`config.mk`:
```
export PLATFORM = sky130hd
export DESIGN_NAME = nesting_checker_and_top_level_splitter_flat
export DESIGN_NICKNAME = d
export VERILOG_FILES = /design/src/sv/nchk_pkg.sv /design/src/sv/nchk_if.sv /design/src/sv/nesting_checker_and_top_level_splitter.sv /design/src/sv/nchk_csr.sv /design/src/sv/nchk_tracker.sv /design/src/flat_wrapper.sv
export SDC_FILE = /design/constraint.sdc
export NUM_CORES = 1
export LEC_CHECK = 0
export BUFFER_PORTS_ARGS = -buffer_cell sky130_fd_sc_hd__buf_2
export CORE_UTILIZATION = 40
export DETAILED_ROUTE_END_ITERATION = 8
export PLACE_DENSITY = 0.65
export SKIP_CTS_REPAIR_TIMING = 1
export SKIP_LAST_GASP = 1
export SLEW_MARGIN = 20
export SYNTH_ARGS = -nofsm -noshare
export SYNTH_HDL_FRONTEND = slang
export SYNTH_SLANG_ARGS = --single-unit
export TNS_END_PERCENT = 10
```
`constraint.sdc`:
```
create_clock -name clock -period 6.66 [get_ports clock]
set_input_delay 1.665 -clock clock [delete_from_list [all_inputs] [get_ports clock]]
set_output_delay 1.665 -clock clock [all_outputs]
set_load 0.05 [all_outputs]
```
`src/sv/nchk_pkg.sv`:
```
package nchk_pkg;

   // Nesting depth limit; the counters are eight bits wide, so the cap never exceeds 255.
   localparam int unsigned MAX_DEPTH = 255;
   localparam int unsigned CAP_VALUE = (MAX_DEPTH < 255) ? MAX_DEPTH : 255;

   localparam int unsigned CHAR_W   = 8;
   localparam int unsigned DEPTH_W  = 8;
   localparam int unsigned ERR_W    = 3;
   localparam int unsigned CSR_IDX_W = 3;

   localparam logic [DEPTH_W-1:0] DEPTH_CAP  = DEPTH_W'(CAP_VALUE);
   localparam logic [DEPTH_W-1:0] DEPTH_ZERO = '0;
   localparam logic [DEPTH_W-1:0] DEPTH_ONE  = DEPTH_W'(1);

   // Register indexes of the configuration port.
   localparam logic [CSR_IDX_W-1:0] CSR_SECTION_OPEN  = CSR_IDX_W'(0);
   localparam logic [CSR_IDX_W-1:0] CSR_SECTION_CLOSE = CSR_IDX_W'(1);
   localparam logic [CSR_IDX_W-1:0] CSR_VECTOR_OPEN   = CSR_IDX_W'(2);
   localparam logic [CSR_IDX_W-1:0] CSR_VECTOR_CLOSE  = CSR_IDX_W'(3);
   localparam logic [CSR_IDX_W-1:0] CSR_DELIMITER     = CSR_IDX_W'(4);

   // Reset values of the character registers.
   localparam logic [CHAR_W-1:0] RST_SECTION_OPEN  = 8'd123;
   localparam logic [CHAR_W-1:0] RST_SECTION_CLOSE = 8'd125;
   localparam logic [CHAR_W-1:0] RST_VECTOR_OPEN   = 8'd91;
   localparam logic [CHAR_W-1:0] RST_VECTOR_CLOSE  = 8'd93;
   localparam logic [CHAR_W-1:0] RST_DELIMITER     = 8'd59;

   typedef enum logic [ERR_W-1:0] {
      ERR_NONE             = 3'd0,
      ERR_SEC_OPEN_IN_VEC  = 3'd1,
      ERR_EXTRA_SEC_CLOSE  = 3'd2,
      ERR_SEC_CLOSE_IN_VEC = 3'd3,
      ERR_EXTRA_VEC_CLOSE  = 3'd4,
      ERR_UNRESOLVED_SEC   = 3'd5,
      ERR_UNRESOLVED_VEC   = 3'd6,
      ERR_OVERFLOW         = 3'd7
   } err_type;

   typedef struct packed {
      logic [CHAR_W-1:0] section_open;
      logic [CHAR_W-1:0] section_close;
      logic [CHAR_W-1:0] vector_open;
      logic [CHAR_W-1:0] vector_close;
      logic [CHAR_W-1:0] delimiter;
   } cfg_type;

   typedef struct packed {
      logic               split_here;
      logic [DEPTH_W-1:0] section_depth_now;
      logic [DEPTH_W-1:0] vector_depth_now;
      err_type            error_code;
      logic               text_done;
   } result_type;

endpackage

```
`src/sv/nchk_if.sv`:
```
// Input channel: one text byte per word.
interface nchk_req_if;
   logic       valid;
   logic       ready;
   logic [7:0] text_byte;
   logic       end_of_text;

   modport source (output valid, output text_byte, output end_of_text, input ready);
   modport sink   (input valid, input text_byte, input end_of_text, output ready);
endinterface

// Result channel: one word per accepted byte.
interface nchk_rsp_if;
   logic       valid;
   logic       ready;
   logic       split_here;
   logic [7:0] section_depth_now;
   logic [7:0] vector_depth_now;
   logic [2:0] error_code;
   logic       text_done;

   modport source (output valid, output split_here, output section_depth_now,
                   output vector_depth_now, output error_code, output text_done,
                   input ready);
   modport sink   (input valid, input split_here, input section_depth_now,
                   input vector_depth_now, input error_code, input text_done,
                   output ready);
endinterface

// Configuration write channel.
interface nchk_csr_if;
   logic       valid;
   logic       ready;
   logic [2:0] index;
   logic [7:0] data;

   modport source (output valid, output index, output data, input ready);
   modport sink   (input valid, input index, input data, output ready);
endinterface

```
`src/sv/nesting_checker_and_top_level_splitter.sv`:
```
// Bracket nesting checker and top-level splitter. Each byte accepted on the req_chan
// channel yields exactly one word on rsp_chan carrying the split flag, both nesting
// depths after the byte, the first error of the current text and an echo of the
// end-of-text mark. A byte is captured in an input register, evaluated against the
// depth state combinationally and held in a result register, so the block takes one
// byte per cycle unless rsp_chan stalls, and offers the result word from the result
// register once the byte moves on from the input register. The open, close and
// delimiter characters are set through csr_chan and should only be changed while no
// byte is in flight. After the word marked last has been produced, depths and error clear.
module nesting_checker_and_top_level_splitter
   import nchk_pkg::*;
(
   input  logic        clock,
   input  logic        reset,
   nchk_req_if.sink    req_chan,
   nchk_rsp_if.source  rsp_chan,
   nchk_csr_if.sink    csr_chan
);

   cfg_type    cfg;
   result_type result;

   logic              in_valid_ff;
   logic [CHAR_W-1:0] in_byte_ff;
   logic              in_last_ff;
   logic              out_valid_ff;
   result_type        out_word_ff;
   logic              advance;

   nchk_csr u_csr (
      .clock    (clock),
      .reset    (reset),
      .csr_chan (csr_chan),
      .cfg      (cfg)
   );

   // A byte moves on when the result register is empty or being emptied.
   assign advance        = in_valid_ff && (!out_valid_ff || rsp_chan.ready);
   assign req_chan.ready = !in_valid_ff || advance;

   // Input register.
   always_ff @(posedge clock) begin
      if (reset) begin
         in_valid_ff <= 1'b0;
      end else if (req_chan.ready) begin
         in_valid_ff <= req_chan.valid;
      end
   end

   always_ff @(posedge clock) begin
      if (req_chan.ready && req_chan.valid) begin
         in_byte_ff <= req_chan.text_byte;
         in_last_ff <= req_chan.end_of_text;
      end
   end

   nchk_tracker u_tracker (
      .clock       (clock),
      .reset       (reset),
      .step        (advance),
      .text_byte   (in_byte_ff),
      .end_of_text (in_last_ff),
      .cfg         (cfg),
      .result      (result)
   );

   // Result register.
   always_ff @(posedge clock) begin
      if (reset) begin
         out_valid_ff <= 1'b0;
      end else if (advance) begin
         out_valid_ff <= 1'b1;
      end else if (rsp_chan.ready) begin
         out_valid_ff <= 1'b0;
      end
   end

   always_ff @(posedge clock) begin
      if (advance) begin
         out_word_ff <= result;
      end
   end

   assign rsp_chan.valid             = out_valid_ff;
   assign rsp_chan.split_here        = out_word_ff.split_here;
   assign rsp_chan.section_depth_now = out_word_ff.section_depth_now;
   assign rsp_chan.vector_depth_now  = out_word_ff.vector_depth_now;
   assign rsp_chan.error_code        = out_word_ff.error_code;
   assign rsp_chan.text_done         = out_word_ff.text_done;

endmodule

```
`src/sv/nchk_csr.sv`:
```
module nchk_csr
   import nchk_pkg::*;
(
   input  logic       clock,
   input  logic       reset,
   nchk_csr_if.sink   csr_chan,
   output cfg_type    cfg
);

   cfg_type cfg_ff;

   // Writes are always taken; an index beyond the register list is ignored.
   assign csr_chan.ready = 1'b1;

   always_ff @(posedge clock) begin
      if (reset) begin
         cfg_ff.section_open  <= RST_SECTION_OPEN;
         cfg_ff.section_close <= RST_SECTION_CLOSE;
         cfg_ff.vector_open   <= RST_VECTOR_OPEN;
         cfg_ff.vector_close  <= RST_VECTOR_CLOSE;
         cfg_ff.delimiter     <= RST_DELIMITER;
      end else if (csr_chan.valid) begin
         case (csr_chan.index)
            CSR_SECTION_OPEN:  cfg_ff.section_open  <= csr_chan.data;
            CSR_SECTION_CLOSE: cfg_ff.section_close <= csr_chan.data;
            CSR_VECTOR_OPEN:   cfg_ff.vector_open   <= csr_chan.data;
            CSR_VECTOR_CLOSE:  cfg_ff.vector_close  <= csr_chan.data;
            CSR_DELIMITER:     cfg_ff.delimiter     <= csr_chan.data;
            default: ;
         endcase
      end
   end

   assign cfg = cfg_ff;

endmodule

```
`src/sv/nchk_tracker.sv`:
```
module nchk_tracker
   import nchk_pkg::*;
(
   input  logic              clock,
   input  logic              reset,
   input  logic              step,
   input  logic [CHAR_W-1:0] text_byte,
   input  logic              end_of_text,
   input  cfg_type           cfg,
   output result_type        result
);

   logic [DEPTH_W-1:0] section_depth_ff, section_depth_in;
   logic [DEPTH_W-1:0] vector_depth_ff, vector_depth_in;
   err_type            error_ff, error_in;

   logic [DEPTH_W-1:0] sec_now;
   logic [DEPTH_W-1:0] vec_now;
   err_type            err_now;
   logic               split_now;

   // Apply the four bracket checks in fixed order; only the first error of a text is kept.
   always_comb begin
      sec_now = section_depth_ff;
      vec_now = vector_depth_ff;
      err_now = error_ff;

      if (text_byte == cfg.section_open) begin
         if (sec_now >= DEPTH_CAP) begin
            if (err_now == ERR_NONE) err_now = ERR_OVERFLOW;
         end else begin
            sec_now = sec_now + DEPTH_ONE;
            if (vec_now != DEPTH_ZERO && err_now == ERR_NONE) err_now = ERR_SEC_OPEN_IN_VEC;
         end
      end

      if (text_byte == cfg.section_close) begin
         if (sec_now == DEPTH_ZERO) begin
            if (err_now == ERR_NONE) err_now = ERR_EXTRA_SEC_CLOSE;
         end else begin
            sec_now = sec_now - DEPTH_ONE;
            if (vec_now != DEPTH_ZERO && err_now == ERR_NONE) err_now = ERR_SEC_CLOSE_IN_VEC;
         end
      end

      if (text_byte == cfg.vector_open) begin
         if (vec_now >= DEPTH_CAP) begin
            if (err_now == ERR_NONE) err_now = ERR_OVERFLOW;
         end else begin
            vec_now = vec_now + DEPTH_ONE;
         end
      end

      if (text_byte == cfg.vector_close) begin
         if (vec_now == DEPTH_ZERO) begin
            if (err_now == ERR_NONE) err_now = ERR_EXTRA_VEC_CLOSE;
         end else begin
            vec_now = vec_now - DEPTH_ONE;
         end
      end

      split_now = (text_byte == cfg.delimiter) && (sec_now == DEPTH_ZERO)
                  && (vec_now == DEPTH_ZERO);

      // Openers still pending at the last byte of the text.
      if (end_of_text && err_now == ERR_NONE) begin
         if (sec_now != DEPTH_ZERO) begin
            err_now = ERR_UNRESOLVED_SEC;
         end else if (vec_now != DEPTH_ZERO) begin
            err_now = ERR_UNRESOLVED_VEC;
         end
      end
   end

   // The state clears after the last byte so the next text starts fresh.
   always_comb begin
      section_depth_in = end_of_text ? DEPTH_ZERO : sec_now;
      vector_depth_in  = end_of_text ? DEPTH_ZERO : vec_now;
      error_in         = end_of_text ? ERR_NONE : err_now;
   end

   always_ff @(posedge clock) begin
      if (reset) begin
         section_depth_ff <= DEPTH_ZERO;
         vector_depth_ff  <= DEPTH_ZERO;
         error_ff         <= ERR_NONE;
      end else if (step) begin
         section_depth_ff <= section_depth_in;
         vector_depth_ff  <= vector_depth_in;
         error_ff         <= error_in;
      end
   end

   assign result.split_here        = split_now;
   assign result.section_depth_now = sec_now;
   assign result.vector_depth_now  = vec_now;
   assign result.error_code        = err_now;
   assign result.text_done         = end_of_text;

endmodule

```
`src/flat_wrapper.sv`:
```
// flat-port wrapper written by rule: the top's interface ports become plain ports
module nesting_checker_and_top_level_splitter_flat import nchk_pkg::*;
  (clock, reset, req_chan_valid, req_chan_text_byte, req_chan_end_of_text, req_chan_ready, rsp_chan_valid, rsp_chan_split_here, rsp_chan_section_depth_now, rsp_chan_vector_depth_now, rsp_chan_error_code, rsp_chan_text_done, rsp_chan_ready, csr_chan_valid, csr_chan_index, csr_chan_data, csr_chan_ready);
  nchk_req_if req_chan_i ();
  nchk_rsp_if rsp_chan_i ();
  nchk_csr_if csr_chan_i ();
  input  logic clock;
  input  logic reset;
  input wire logic [$bits(req_chan_i.valid)-1:0] req_chan_valid;
  input wire logic [$bits(req_chan_i.text_byte)-1:0] req_chan_text_byte;
  input wire logic [$bits(req_chan_i.end_of_text)-1:0] req_chan_end_of_text;
  output wire logic [$bits(req_chan_i.ready)-1:0] req_chan_ready;
  output wire logic [$bits(rsp_chan_i.valid)-1:0] rsp_chan_valid;
  output wire logic [$bits(rsp_chan_i.split_here)-1:0] rsp_chan_split_here;
  output wire logic [$bits(rsp_chan_i.section_depth_now)-1:0] rsp_chan_section_depth_now;
  output wire logic [$bits(rsp_chan_i.vector_depth_now)-1:0] rsp_chan_vector_depth_now;
  output wire logic [$bits(rsp_chan_i.error_code)-1:0] rsp_chan_error_code;
  output wire logic [$bits(rsp_chan_i.text_done)-1:0] rsp_chan_text_done;
  input wire logic [$bits(rsp_chan_i.ready)-1:0] rsp_chan_ready;
  input wire logic [$bits(csr_chan_i.valid)-1:0] csr_chan_valid;
  input wire logic [$bits(csr_chan_i.index)-1:0] csr_chan_index;
  input wire logic [$bits(csr_chan_i.data)-1:0] csr_chan_data;
  output wire logic [$bits(csr_chan_i.ready)-1:0] csr_chan_ready;
  assign req_chan_i.valid = req_chan_valid;
  assign req_chan_i.text_byte = req_chan_text_byte;
  assign req_chan_i.end_of_text = req_chan_end_of_text;
  assign req_chan_ready = req_chan_i.ready;
  assign rsp_chan_valid = rsp_chan_i.valid;
  assign rsp_chan_split_here = rsp_chan_i.split_here;
  assign rsp_chan_section_depth_now = rsp_chan_i.section_depth_now;
  assign rsp_chan_vector_depth_now = rsp_chan_i.vector_depth_now;
  assign rsp_chan_error_code = rsp_chan_i.error_code;
  assign rsp_chan_text_done = rsp_chan_i.text_done;
  assign rsp_chan_i.ready = rsp_chan_ready;
  assign csr_chan_i.valid = csr_chan_valid;
  assign csr_chan_i.index = csr_chan_index;
  assign csr_chan_i.data = csr_chan_data;
  assign csr_chan_ready = csr_chan_i.ready;
  nesting_checker_and_top_level_splitter u_core (.clock(clock), .reset(reset), .req_chan(req_chan_i), .rsp_chan(rsp_chan_i), .csr_chan(csr_chan_i));
endmodule
```
Word-level counts from Yosys, hierarchy flattened
Cells that the tools add are included.

word-level totals
  input port bits = 25
  output and inout port bits = 24
  register bits = 91
  logic and storage cells = 92

cells by class
  order comparisons = 2
  $add $sub $neg = 4
  reductions and logical operators = 30
  mux-type cells = 30
  eq/ne operators = 9

operator list
  operator             number
  $mux 8               10
  $mux 3               18
  $eq 8x8->1           5
  $logic_not 8->1      4
  $reduce_bool 8->1    3
  $logic_not 3->1      6
  $add 8x1->8 const B  2
  $ge 8x8->1 const B   2
  $sub 8x1->8 const B  2
  $reduce_and 2->1     5
  $logic_and 1x1->1    7
  $eq 3x2->1 const B   2
  $eq 3x1->1 const B   1
  $eq 3x3->1 const B   1
  $logic_not 1->1      2
  $logic_or 1x1->1     2
  $mux 1               2
  $reduce_bool 2->1    1

Logic depth before layout (Yosys ltp)
Gate-level depths: netlist of run 1.

  depth after elaboration = 22
  gate-level depth with buffers = 14

Modules after synthesis
Synthesis of run 1 repeated with hierarchy kept, for this count alone.

unflattened totals
  cell total of the unflattened synthesis = 584
  area, all modules = 5705.5 um^2

modules (own cells, without submodules)
  module                                  area an instance (um^2)  instances  sequential area each (um^2)  cells each
  nchk_tracker                            3126.7                   1          380.4                        393
  nchk_csr                                1574.0                   1          800.8                        151
  nesting_checker_and_top_level_splitter  1004.7                   1          940.9                        40

Worst setup path before layout of run 1
OpenSTA, ideal clock, no wires.

  kind = input -> output
  from = input rsp_chan_ready
  to = output req_chan_ready
  stages on the path = 2
  required time = 4995 ps
  buffers on the path = 0
  slack = 2826 ps
  data arrival time = 2169 ps
  cells stage by stage = nor2b_1 -> nand2_1

on the way
  cells in the longest elaborated chain, start to end = 3

ends and longest elaborated chain
  what                RTL line                                      text
  start: declaration  flat_wrapper.sv:19                            input wire logic [$bits(rsp_chan_i.ready)-1:0] rsp_chan_ready;
  $logic_or 1x1->1    nesting_checker_and_top_level_splitter.sv:38  assign advance = in_valid_ff && (!out_valid_ff || rsp_chan.ready);
  $logic_and 1x1->1   nesting_checker_and_top_level_splitter.sv:38
  $logic_or 1x1->1    nesting_checker_and_top_level_splitter.sv:39  assign req_chan.ready = !in_valid_ff || advance;
  end: declaration    flat_wrapper.sv:12                            output wire logic [$bits(req_chan_i.ready)-1:0] req_chan_ready;

No other way between the ends.

==> results of run 1 <==
[cell usage after synthesis, types with 11 or more instances]
library cell,n
nor2_1,52
edfxtp_1,30
clkbuf_1,24
dfxtp_1,61
nand3_1,15
nand3b_1,23
xor2_1,24
xnor2_1,35
a22oi_1,11
nand2_1,95
nor3_1,16
a21oi_1,26
[metrics by stage]
stage | std cells | total power, W
final | 779 | 0.00120
after global routing | 779 | 0.00124
after CTS | 779 | 0.00121
after detailed placement | 763 | 0.000716
after global placement | 763 | 0.000714
after floorplan | 580 | 0.000688
[logic make-up after synthesis]
logic type,Yosys count,share of synthesized area
other cells,1,0.000712
buf+inv,45,0.0425
simple gates,277,0.284
xor+xnor,59,0.0981
flops,91,0.403
fa+ha+maj,7,0.0166
compound gates,86,0.123
mux,14,0.0318
[worst min-delay path: stages (launching register included)]
cell and delay [ns]:
dfxtp_1 0.33, nand2_1 0.06, a21oi_1 0.05
[path summary, 6_finish.rpt]
| check | cells after the start | from | to |
|---|---|---|---|
| worst max-delay path | 13 | u_core.u_tracker.section_depth_ff[0] | u_core.rsp_chan.error_code[2] |
| worst max register to register | 13 | u_core.u_tracker.section_depth_ff[0] | u_core.rsp_chan.error_code[2] |
| worst min-delay path | 2 | u_core.u_csr.cfg[2] | u_core.u_csr.cfg[2] |
| worst min register to register | 2 | u_core.u_csr.cfg[2] | u_core.u_csr.cfg[2] |
[area by class of cell]
type,instances,share of cell area
clock buffers,9,0.0388
well taps,172,0.0370
clock inverters,7,0.00969
flip-flops and latches,91,0.365
inverters,8,0.00517
multi-input cells,444,0.502
repair buffers,48,0.0418
[power by group]
group	switching [W]	leakage (nW)	internal, W
Clock	0.000236	0.143	0.000260
Sequential	0.0000146	0.793	0.000589
Combinational	0.0000660	1.22	0.0000339
Total	0.000316	2.16	0.000883
[per-layer routing]
layer	GRT usage	up-vias
met5	0	-
met4	0.0692	0
met3	0.0436	18
met2	0.289	169
met1	0.267	1973
li1	-	2106
[state kept, by name, summed over array words and instances, names as in the netlist, 3 cells and up]
signal                             cells
u_core.rsp_chan.error_code             3
u_core.u_tracker.section_depth_ff      8
u_core.rsp_chan.section_depth_now      8
u_core.rsp_chan.vector_depth_now       8
u_core.in_byte_ff                      8
u_core.u_tracker.error_ff              3
u_core.u_csr.cfg                      40
u_core.u_tracker.vector_depth_ff       8
==> impl_metrics.ini, run 1 <==
[synthesis]
synth_edf_count = 30
ys_seq_area_frac = 0.403
synth_area_per_cell_sq_um = 9.08
synth_cell_types = 72
synth_nets = 612
synth-main-ff-cell = dfxtp_1
netlist_top_cells_area = dfxtp_1 23%, edfxtp_1 17%, nand2_1 6.8%
syn_area_sq_um = 5270
synth_top_area_frac = 0.232
netlist_instances = 580
synth-seq-cells = 91
synth_top_area_cell = dfxtp_1
yosysWarnings = 0
postSynth.asyncResetShare = 0

[setup_path]
crit_required_ns = 6.74
arrival_ns = 4.34
critPathBufInv = 0
max_stage_delay_ns = 0.60
critPathTopFamily = simple AND/OR/NAND/NOR gates
ff2ff_setup_slack_ns = 2.41
end_kind = flop
worstPathMaxFanout = 15
crit_slowest_cell = dfxtp_1
path_cells = ha_1 -> and3_1 -> nand3_1 -> and3_1 -> xnor2_1 -> ha_1 -> nor3b_1 -> mux2i_4 -> o31ai_4 -> a21boi_1 -> nor3_1 -> nor4_4 -> a2bb2oi_1
worstSetupPathType = reg -> reg
startpoint_type = flop

[sta]
slew_violations = 0
tns_ns = 0
tightest_slew_ns = 1.10
finalCritPeriodShare = 0.638
setup_violations = 0
rsz0062_at_grt = no
holdWs_ns = 0.477
worst_slack_ns = 2.41
fmax_mhz = 235
maxSlewHeadroom = 0.264
finClkSkew_ns = 0.00700
hold_violations = 0
final.min_clock_period_ns = 4.25

[clocking]
cts_tree = done
cts_max_level = 3
cts_buffers = 9
clock_path_buffers = 2
cts.sinks = 91
clk_latency_ns = 0.35
clkTransAtPathRegs_ns = 0.07
cts-root-buf = clkbuf_16

[routing]
vias_per_cell = 5.48
wl_met1_mm = 5.86
drtPass1Iterations = 5
ant_nets = 0
wl_per_cell_um = 15.9
vias = 4266
drt-total-wl_mm = 12.4
first_iter_violations = 267
wl_met2_mm = 5.39
routed.top_layer = met4
drc = 0
wl_met3_um = 886

[die]
dieArea_sq_um = 13600
fp.dieH_um = 117
ios = 49
core_area_sq_um = 12700
die_w_um = 117
initial_core_util = 0.414
num_rows = 41

[layout]
most-common-layout-cells = 95 x nand2_1, 61 x dfxtp_1, 52 x nor2_1
area_growth_pct = 10.4
multi_input_area_sq_um = 2920
diodes = 0
num-nets-final = 634
fillers = 1276
regArea_sq_um = 2120
finish.instance_area_sq_um = 5810
drive_gt1_frac = 0.147
postLayoutCoreUtil = 0.457
final_common_cell = nand2_1

[grt]
grt_pass1_wl_mm = 19.6
grt_pass1_vias = 3770
globalRouteOverflowTotal = 0
grt_antenna_before_repair = 0
grt_usage = 0.191
grt_max_degree = 62

[place]
portBuffers = 47
dp_slack_ns = 2.44
dp_hpwl_mm = 8.99
dpl_cell_area_sq_um = 5530
gp_congestion = 0.870

[power_and_ir_drop]
power_density_nw_per_um2 = 206
peakVddDrop_uv = 146
power.leakage_nw = 2.16

[run_status]
status = finished clean

[hold_path]
hp-class = reg -> reg

[job]
cap_violations = 0
(Power assumes the default switching activity.)
==> inputs of run 2 (changes only) <==
Settings changed: PLACE_DENSITY 0.65 to 0.68.
Clock period 6.66 ns to 3.63 ns, I/O delays scaled along.
==> impl_metrics.ini, run 2 (synthesis results as in run 1) <==
[power_and_ir_drop]
swShare = 0.258
power.leakage_nw = 2.36
netSwitchingPower_w = 0.000580
peakVddDrop_uv = 254
power_density_nw_per_um2 = 366
p_clk_frac = 0.421
p_seq_frac = 0.488
p_int_w = 0.00167
combPwrFrac = 0.091

[layout]
fillers = 1244
postLayoutCoreUtil = 0.483
drive_gt1_frac = 0.207
regArea_sq_um = 2120
finish.instance_area_sq_um = 6150
most-common-layout-cells = 95 x nand2_1, 61 x dfxtp_1, 51 x nor2_1
final_common_cell = nand2_1
area_growth_pct = 16.8
diodes = 0
largest_reg_flops = 40
num-nets-final = 671
multi_input_area_sq_um = 2950
final_cells = 816

[setup_path]
worstPathMaxFanout = 4
worstSetupPathType = reg -> reg
end_kind = flop
crit_required_ns = 3.73
r2r-start = u_core.in_byte_ff[6]
startpoint = u_core.in_byte_ff[6]
startpoint_type = flop
arrival_ns = 3.58
reg2reg_depth = 11

[hold_path]
min_path_cells = 2
min-delay-start = u_core.u_csr.cfg[25]
hp-class = reg -> reg

[clocking]
cts_tree = done
cts_buffers = 9
cts_max_level = 3
cts.sinks = 91
clk_latency_ns = 0.36
clkTransAtPathRegs_ns = 0.07
cts-root-buf = clkbuf_16
clock_path_buffers = 2

[die]
dieArea_sq_um = 13600
core_area_sq_um = 12700
ios = 49
initial_core_util = 0.414
die_w_um = 117
fp.dieH_um = 117
num_rows = 41

[grt]
grt_antenna_before_repair = 0
top_usage_layer = met2
grt_usage = 0.199
globalRouteOverflowTotal = 0
met2_usage = 0.323
grt_max_degree = 62
grt_pass1_vias = 4048
grtUsageMet3 = 0.0301
grt_use_met1 = 0.266
grt_pass1_wl_mm = 20.5

[routing]
drc = 0
vias_per_cell = 5.34
ant_nets = 0
drtPass1Iterations = 5
first_iter_violations = 278
wl_per_cell_um = 15.5
drt-total-wl_mm = 12.7
vias = 4354

[place]
gp_congestion = 0.939
dpl_cell_area_sq_um = 5800
dp.cells = 799
dp_hpwl_mm = 9.29
portBuffers = 47

[run_status]
status = finished clean

[sta]
maxSlewHeadroom = 0.371
tightest_slew_ns = 0.940
setup_violations = 0
rsz0062_at_grt = yes
final.min_clock_period_ns = 3.47
fmax_mhz = 288
holdWs_ns = 0.470
slew_violations = 0
tns_ns = 0
hold_violations = 0
finalCritPeriodShare = 0.957
finClkSkew_ns = 0.0125

[job]
cap_violations = 0
==> run 2: changes by cell type in the layout (fill, tap and decap cells not counted), sizes merged <==
cell    previous run  this run
buf               48        85
clkbuf             9        10
clkinv             1         2
inv               14        12
==> run 2: routing by layer <==
metal	share of wire	routed length (um)	up-vias
met5	0	0	-
met2	0.47	5970	143
met1	0.46	5800	2024
li1	-	-	2171
met4	0.018	234	0
met3	0.053	674	16
==> run 2: layout make-up <==
type                    instances  share of cell area
multi-input cells             444               0.479
inverters                       8             0.00488
repair buffers                 85              0.0867
well taps                     172              0.0350
clock inverters                 6             0.00875
clock buffers                  10              0.0407
flip-flops and latches         91               0.345
==> run 2: critical path, cell delays in order (launching register included) <==
cell	delay, ns
edfxtp_1	0.44
xnor2_1	0.25
and4_1	0.34
nand2_1	0.14
nor2_2	0.20
mux2i_2	0.33
ha_1	0.20
nand2_1	0.09
o31ai_4	0.26
mux2_2	0.38
or3_1	0.36
a31o_1	0.22
==> run 2: metrics by stage <==
step                      worst slack [ns]  power, W
after floorplan                     0.0262   0.00126
after global placement              0.0953   0.00132
after detailed placement            0.0114   0.00132
after CTS                          -0.0140   0.00227
after global routing              -0.00760   0.00233
final                                0.156   0.00225
==> run 2: power groups by stage <==
stage / clock network, W / logic (W) / registers, W
after floorplan: 0 / 0.000121 / 0.00114
after global placement: 0 / 0.000199 / 0.00112
after detailed placement: 0 / 0.000202 / 0.00112
after CTS: 0.000966 / 0.000203 / 0.00110
after global routing: 0.00101 / 0.000222 / 0.00110
final: 0.000948 / 0.000205 / 0.00110
==> run 2: final timing paths <==
path | endpoint | slack [ns]
min | u_core.u_csr.cfg[25] | 0.47
min reg2reg | u_core.u_csr.cfg[25] | 0.47
max | u_core.rsp_chan.error_code[1] | 0.16
max reg2reg | u_core.rsp_chan.error_code[1] | 0.16
